==> config.mk <==
export PLATFORM = sky130hd
export DESIGN_NAME = dfl_ctrl
export DESIGN_NICKNAME = d
export VERILOG_FILES = /design/src/rtl/dfl_pkg.sv /design/src/rtl/dfl_ctrl.sv
export SDC_FILE = /design/constraint.sdc
export NUM_CORES = 1
export LEC_CHECK = 0
export BUFFER_PORTS_ARGS = -buffer_cell sky130_fd_sc_hd__buf_2
export CORE_MARGIN = 10
export CORE_UTILIZATION = 48
export DETAILED_ROUTE_END_ITERATION = 16
export PLACE_DENSITY = 0.78
export SLEW_MARGIN = 20
export SYNTH_ARGS = -nofsm -noshare
export SYNTH_HDL_FRONTEND = slang
export SYNTH_SLANG_ARGS = --single-unit
==> constraint.sdc <==
create_clock -name clk -period 2.07 [get_ports clk]
set_clock_uncertainty 0.05 [all_clocks]
set_input_delay 0.3105 -clock clk [delete_from_list [all_inputs] [get_ports clk]]
set_output_delay 0.3105 -clock clk [all_outputs]
set_load 0.005 [all_outputs]
==> src/rtl/dfl_pkg.sv <==
// ----------------------------------------------------------------------------
// dfl_pkg
// Shared types, codes and widths for the descriptor free list allocator.
// ----------------------------------------------------------------------------
package dfl_pkg;

  localparam int CAPACITY  = 1024;
  localparam int HANDLE_W  = 64;
  localparam int STRIDE_W  = 16;
  localparam int SCOUNT_W  = 11;
  localparam int OPCODE_W  = 2;
  localparam int STATUS_W  = 3;
  localparam int CFG_IDX_W = 3;
  localparam int QUOT_W    = 32;

  typedef enum logic [OPCODE_W-1:0] {
    OP_ALLOC = 2'd0,
    OP_FREE  = 2'd1,
    OP_INIT  = 2'd2,
    OP_CLEAR = 2'd3
  } opcode_t;

  typedef enum logic [STATUS_W-1:0] {
    ST_OK         = 3'd0,
    ST_INACTIVE   = 3'd1,
    ST_BAD_HANDLE = 3'd2,
    ST_MISMATCH   = 3'd3,
    ST_RANGE      = 3'd4,
    ST_ALREADY    = 3'd5
  } status_t;

  typedef enum logic [CFG_IDX_W-1:0] {
    CFG_CPU_BASE    = 3'd0,
    CFG_GPU_BASE    = 3'd1,
    CFG_SLOT_STRIDE = 3'd2,
    CFG_SLOT_COUNT  = 3'd3
  } cfg_idx_t;

  typedef struct packed {
    logic    load_in;
    logic    pop;
    logic    div_start;
    logic    init;
    logic    clear;
    logic    fill_step;
    logic    mul;
    logic    add;
    logic    push;
    logic    scan_start;
    logic    scan_step;
    logic    res_load;
    status_t res_code;
    logic    load_out;
  } cmd_t;

  typedef struct packed {
    opcode_t op;
    logic    active;
    logic    count_zero;
    logic    hs_zero;
    logic    stride_zero;
    logic    below_base;
    logic    div_busy;
    logic    mismatch;
    logic    out_of_range;
    logic    full;
    logic    fill_last;
    logic    scan_last;
    logic    hit;
    logic    out_free;
  } sts_t;

endpackage

==> src/rtl/dfl_ctrl.sv <==
// ----------------------------------------------------------------------------
// dfl_ctrl
// Sequencer for allocate, free, init and clear requests.
// ----------------------------------------------------------------------------
module dfl_ctrl (
  input  logic          clk,
  input  logic          rst,
  input  logic          in_valid,
  output logic          in_ready,
  input  dfl_pkg::sts_t sts,
  output dfl_pkg::cmd_t cmd
);

  typedef enum logic [9:0] {
    S_IDLE      = 10'b0000000001,
    S_DECODE    = 10'b0000000010,
    S_ALLOC_MUL = 10'b0000000100,
    S_ALLOC_ADD = 10'b0000001000,
    S_FREE_DIV  = 10'b0000010000,
    S_FREE_CHK  = 10'b0000100000,
    S_SCAN      = 10'b0001000000,
    S_SCAN_TAIL = 10'b0010000000,
    S_FILL      = 10'b0100000000,
    S_DONE      = 10'b1000000000
  } state_t;

  state_t state, state_next;

  always_ff @(posedge clk) begin
    if (rst) begin
      state <= S_IDLE;
    end else begin
      state <= state_next;
    end
  end

  assign in_ready = (state == S_IDLE);

  always_comb begin
    cmd          = '0;
    cmd.res_code = dfl_pkg::ST_OK;
    state_next   = state;
    unique case (state)
      S_IDLE: begin
        if (in_valid) begin
          cmd.load_in = 1'b1;
          state_next  = S_DECODE;
        end
      end
      S_DECODE: begin
        unique case (sts.op)
          dfl_pkg::OP_ALLOC: begin
            if (!sts.active || sts.count_zero) begin
              cmd.res_load = 1'b1;
              cmd.res_code = dfl_pkg::ST_INACTIVE;
              state_next   = S_DONE;
            end else begin
              cmd.pop    = 1'b1;
              state_next = S_ALLOC_MUL;
            end
          end
          dfl_pkg::OP_FREE: begin
            if (!sts.active) begin
              cmd.res_load = 1'b1;
              cmd.res_code = dfl_pkg::ST_INACTIVE;
              state_next   = S_DONE;
            end else if (sts.stride_zero || sts.below_base) begin
              cmd.res_load = 1'b1;
              cmd.res_code = dfl_pkg::ST_BAD_HANDLE;
              state_next   = S_DONE;
            end else begin
              cmd.div_start = 1'b1;
              state_next    = S_FREE_DIV;
            end
          end
          dfl_pkg::OP_INIT: begin
            cmd.init     = 1'b1;
            cmd.res_load = 1'b1;
            state_next   = sts.hs_zero ? S_DONE : S_FILL;
          end
          dfl_pkg::OP_CLEAR: begin
            cmd.clear    = 1'b1;
            cmd.res_load = 1'b1;
            state_next   = S_DONE;
          end
          default: state_next = S_DONE;
        endcase
      end
      S_ALLOC_MUL: begin
        cmd.mul    = 1'b1;
        state_next = S_ALLOC_ADD;
      end
      S_ALLOC_ADD: begin
        cmd.add    = 1'b1;
        state_next = S_DONE;
      end
      S_FREE_DIV: begin
        if (!sts.div_busy) begin
          state_next = S_FREE_CHK;
        end
      end
      S_FREE_CHK: begin
        if (sts.mismatch) begin
          cmd.res_load = 1'b1;
          cmd.res_code = dfl_pkg::ST_MISMATCH;
          state_next   = S_DONE;
        end else if (sts.out_of_range) begin
          cmd.res_load = 1'b1;
          cmd.res_code = dfl_pkg::ST_RANGE;
          state_next   = S_DONE;
        end else if (sts.full) begin
          cmd.res_load = 1'b1;
          cmd.res_code = dfl_pkg::ST_ALREADY;
          state_next   = S_DONE;
        end else if (sts.count_zero) begin
          cmd.push     = 1'b1;
          cmd.res_load = 1'b1;
          state_next   = S_DONE;
        end else begin
          cmd.scan_start = 1'b1;
          state_next     = S_SCAN;
        end
      end
      S_SCAN: begin
        cmd.scan_step = 1'b1;
        if (sts.scan_last) begin
          state_next = S_SCAN_TAIL;
        end
      end
      S_SCAN_TAIL: begin
        cmd.res_load = 1'b1;
        if (sts.hit) begin
          cmd.res_code = dfl_pkg::ST_ALREADY;
        end else begin
          cmd.push = 1'b1;
        end
        state_next = S_DONE;
      end
      S_FILL: begin
        cmd.fill_step = 1'b1;
        if (sts.fill_last) begin
          state_next = S_DONE;
        end
      end
      S_DONE: begin
        if (sts.out_free) begin
          cmd.load_out = 1'b1;
          state_next   = S_IDLE;
        end
      end
      default: state_next = S_IDLE;
    endcase
  end

endmodule

### After elaboration in Yosys (flattened, before gate mapping)

Index checks and enable logic that the tools add are counted.

| storage, ports and cells | value |
|---|---|
| flip-flop bits (word level) | 10 |
| input bits | 18 |
| output and inout bits | 17 |
| logic and storage cells | 76 |

| operators by class | value |
|---|---|
| equal/unequal tests | 18 |
| muxes and demuxes | 50 |
| reduce and logical (&&, ||, !) cells | 7 |

Operators by type and width:

| operator | number |
|---|---|
| 10-bit two-way mux | 13 |
| 10-bit one-hot mux with 9 select lines | 1 |
| 10-bit one-hot mux with 4 select lines | 1 |
| 4-bit two-way mux | 6 |
| 1-bit two-way mux | 20 |
| 4-bit one-hot mux with 3 select lines | 1 |
| 10-bit by 1-bit == test with 1-bit output, second input constant | 1 |
| 10-bit == test, second input constant | 1 |
| 10-bit by 2-bit == test with 1-bit output, second input constant | 1 |
| 10-bit by 3-bit == test with 1-bit output, second input constant | 1 |
| 10-bit by 4-bit == test with 1-bit output, second input constant | 1 |
| 10-bit by 5-bit == test with 1-bit output, second input constant | 1 |
| 10-bit by 6-bit == test with 1-bit output, second input constant | 1 |
| 10-bit by 7-bit == test with 1-bit output, second input constant | 1 |
| 10-bit by 8-bit == test with 1-bit output, second input constant | 1 |
| 10-bit by 9-bit == test with 1-bit output, second input constant | 1 |
| 2-bit != test, second input constant | 5 |
| 2-bit two-way mux | 3 |
| 3-bit two-way mux | 2 |
| 3-bit one-hot mux with 2 select lines | 1 |
| 5-bit AND reduction | 1 |
| 2-bit == test, second input constant | 2 |
| 2-bit OR reduction | 2 |
| 1-bit one-hot mux with 3 select lines | 1 |
| 5 further kinds | 6 |

### Longest topological paths before layout

| logic depth | value |
|---|---|
| depth in word-level cells | 5 |
| mapped depth | 6 |
| depth with buffers taken out | 5 |

### Least setup slack after synthesis

OpenSTA, ideal clock, no wires.

| path | value |
|---|---|
| kind | register to output |
| from | reg state[2] |
| to | out cmd[7] in the netlist's numbering |
| arrival time | 1549 ps |
| required time | 1710 ps |
| slack | 160 ps |
| cell stages (with the launch flop) | 6 |
| path buffers | 1 |
| cell sequence | dfxtp_1 buf_6 nor4_4 nand2_2 or3_4 o32ai_2 |

RTL lines:

| element | line | source |
|---|---|---|
| start: declaration | dfl_ctrl.sv:27 | `state_t state, state_next;` |
| start signal: assignment | dfl_ctrl.sv:33 | `state <= state_next;` |
| end: declaration | dfl_ctrl.sv:11 | `output dfl_pkg::cmd_t cmd` |

==> impl_metrics.env <==
export IMPL_wire_length_of_the_first_global_routing_pass_mm=5.03
export IMPL_design_die_area_sq_mm=0.00410
export IMPL_grt_use_total_pct=14.7
export IMPL_start_util_pct=52.3
export IMPL_critPathSlowestCell="sky130_fd_sc_hd__dfxtp_2"
export IMPL_synthesis_nets=142
export IMPL_antenna_found_initial=0
export IMPL_mappedNetlistArea_sq_um=932
export IMPL_synth_sequential_area_ratio_pct=21.5
export IMPL_n_fill_cell=128
export IMPL_r2r_endpoint="state[0]"
export IMPL_synth_area_leader_cell="sky130_fd_sc_hd__dfxtp_1"
export IMPL_fmaxAchievable_mhz=464
export IMPL_cap_violations=0
export IMPL_max_vdd_ir_drop_uv=310
export IMPL_unique_masters_post_synth=45
export IMPL_worst_hold_path_num_cells=2
export IMPL_ys_ff_latch=10
export IMPL_run_status="complete, but fails checks"
export IMPL_ctsRootBufferMaster="sky130_fd_sc_hd__clkbuf_4"
export IMPL_max_flop_register="state"
export IMPL_tritoncts_clock_tree="built"
export IMPL_power_density_mw_per_mm2=481
export IMPL_tritoncts_num_buffers=3
export IMPL_totalNegativeSetupSlack_ns=-0.354
export IMPL_finalNetCount=195
export IMPL_timing_hold_worst_class="in -> reg"
export IMPL_cts_max_path_buffers=2
export IMPL_grt_setup_unrepaired="true"
export IMPL_report_final_hold_viol_count=0
export IMPL_yosys_area_top_type_share_pct=21.5
export IMPL_crit_path_start_kind="flip-flop"
export IMPL_regToRegSetupSlack_ns=0.18
export IMPL_setup_slack_ns=-0.0859
export IMPL_regToRegStartpoint="state[5]"
export IMPL_worst_ep_required_time_ns=1.71
export IMPL_register_clock_pin_slew_on_the_reported_worst_setup_and_hold_paths_ns=0.08
export IMPL_crit_path_cell_trace="nor4_4 -> buf_4 -> and4b_2 -> nand3_2 -> o21ai_2 -> buf_2"
export IMPL_largestRegisters="state: 10 flops"
export IMPL_max_reg_flops=10
export IMPL_floorplan_rows=15
export IMPL_hold_path_endpoint="state[8]"
export IMPL_cts_htree_levels=1
export IMPL_drt_pre_antenna_iters=5
export IMPL_final_area_sq_mm=0.00136
export IMPL_route_detailed_drc=0
export IMPL_max_slew_worst_pin_slew_ns=0.446
export IMPL_n_antenna_cell=0
export IMPL_vias=1160
export IMPL_core_sq_mm=0.00178
export IMPL_max_slew_margin_pct=70.2
export IMPL_finalWeightedCongestion=0.876
export IMPL_final_count_of_negative_setup_slack_endpoints=6
export IMPL_die_height_um=64.1
export IMPL_timing_final_crit_share_pct=104
export IMPL_syn_inst=124
export IMPL_vias_per_cell=5.77
export IMPL_io_buffer_count=34
export IMPL_area_occupied_by_registers_sq_um=205
export IMPL_cp_end_kind="output port"
export IMPL_synth_yosys_warnings=0
export IMPL_worstPathMaxFanout=4
export IMPL_worstSetupPathType="reg -> out"
export IMPL_multi_input_comb_area_sq_um=742
export IMPL_die_width_um=64.1
export IMPL_global_route_overflow_total=0
export IMPL_min_period_ns=2.16
export IMPL_pin_count=35
export IMPL_rr_worst_depth=7
export IMPL_async_reset_ff_share_pct=0
export IMPL_drt_iter0_markers=38
export IMPL_total_length_of_routed_wires_mm=3.11
export IMPL_drtAntennaViolNets=0
export IMPL_grt_start_max_net_pins=12
export IMPL_number_of_flops_mapped_to_enable_cells_by_yosys=0
export IMPL_place_area_sq_mm=0.00118
export IMPL_cts_sinks=10
export IMPL_totalPowerFinal_w=0.000655
export IMPL_maxSlewViolCount=0
export IMPL_post_synth_cell_area_avg_sq_um=7.52
export IMPL_max_stage_delay_ns=0.34
export IMPL_clock_latency_ns=0.27
export IMPL_post_layout_utilization_of_the_core_pct=76.5
export IMPL_area_delta_synth_final_pct=46.3
export IMPL_detailedPlace_worstSlack_ns=0.120
export IMPL_postSynth_topFlopCell="sky130_fd_sc_hd__dfxtp_1"
export IMPL_first_global_vias=1160
export IMPL_hpwlAfterDp_mm=2.29
export IMPL_cp_arrival_ns=1.80
export IMPL_netlist_top_cells_area="sky130_fd_sc_hd__dfxtp_1, sky130_fd_sc_hd__nor3b_1, sky130_fd_sc_hd__nor2_1, sky130_fd_sc_hd__nor4_4, sky130_fd_sc_hd__nand2_1"
export IMPL_worst_hold_startpoint="rst"
export IMPL_violated_checks="setup timing"
export IMPL_drive_gt1_share_pct=48.9
export IMPL_detail_route_wl_per_cell_um=15.5
export IMPL_p_leak_nw=0.604
==> power by group <==
| group | total [W] | leakage [nW] | switching, W | internal (W) |
|---|---|---|---|---|
| clock network | 0.000187 | 0.0210 | 0.0000797 | 0.000107 |
| registers | 0.000219 | 0.0831 | 0.0000164 | 0.000203 |
| logic | 0.000250 | 0.500 | 0.000132 | 0.000118 |
| total | 0.000655 | 0.604 | 0.000228 | 0.000427 |
==> placed cells by master, fill, tap and decap left out, drive strengths merged, types with 2 or more instances in the layout <==
cell type / instances
o21ai: 8
nand4: 4
nor3b: 9
nand2: 11
o211ai: 2
xor2: 2
nor4: 4
clkbuf: 4
or4: 2
nor3: 6
or2: 2
dfxtp: 10
nand3: 6
inv: 5
a21oi: 5
nor2: 14
a211oi: 2
buf: 54
nand2b: 3
nor2b: 4
==> layout make-up <==
class	count	area share, %
flip-flops and latches	10	15.0
inverters	5	1.38
multi-input cells	103	54.4
repair buffers	54	24.2
clock buffers	4	2.66
well taps	25	2.29
==> worst max-delay path: cells and delay by family (launching register included) <==
family | cells | cell delay, ns
AND/OR/NAND/NOR | 3 | 0.71
AO/OA/AOI/OAI | 1 | 0.16
flip-flops | 1 | 0.34
buffers and inverters | 2 | 0.30
==> layer usage <==
metal / part of all wire, % / global-route usage [%]
met5: 0 / 0
met4: 3.7 / 10.9
met3: 7.4 / 4.70
met2: 46 / 22.1
met1: 43 / 16.9
==> cells by family (layout without fill, tap and decap cells) <==
kind of cell | count (synthesis) | in the layout | synth area share, %
compound gates | 27 | 27 | 21.9
xor+xnor | 3 | 3 | 2.82
buf+inv | 11 | 63 | 6.18
flops | 10 | 10 | 21.5
simple gates | 73 | 73 | 47.7
==> synth_stat cells (all sizes together) (4+ instances only) <==
library cell   n
buf            6
nand4          4
a21oi          5
nand3          6
nor3           6
nor2          14
nor2b          4
inv            5
o21ai          8
nand2         11
nor4           4
nor3b          9
dfxtp         10
==> how the worst max path moves through the flow <==
| stage | from | end | cells after the start |
|---|---|---|---|
| 4_1_cts | state[3] | cmd[7] | 5 |
| 5_1_grt | state[8] | cmd[7] | 5 |
| 3_5_place_dp | state[6] | cmd[2] | 5 |
| 6_report | state[8] | cmd[2] | 6 |
| 3_3_place_gp | sts[6] | cmd[4] | 6 |
| 2_1_floorplan | state[2] | cmd[7] | 5 |
==> through the flow <==
stage | std cells | hold slack (ns)
6_report | 201 | 0.255
5_1_grt | 201 | 0.261
4_1_cts | 197 | 0.248
3_5_place_dp | 188 | 0.537
3_3_place_gp | 188 | 0.545
2_1_floorplan | 124 | 0.330
==> repair_timing <==
action                     4_1_cts  5_1_grt
pin swaps                        8        7
setup endpoints to repair       10       15
hold buffers                     0        0
gates cloned                     0        0
resized for setup                7       16
setup buffers                    5        4
Power figures use the tool's default switching activity.
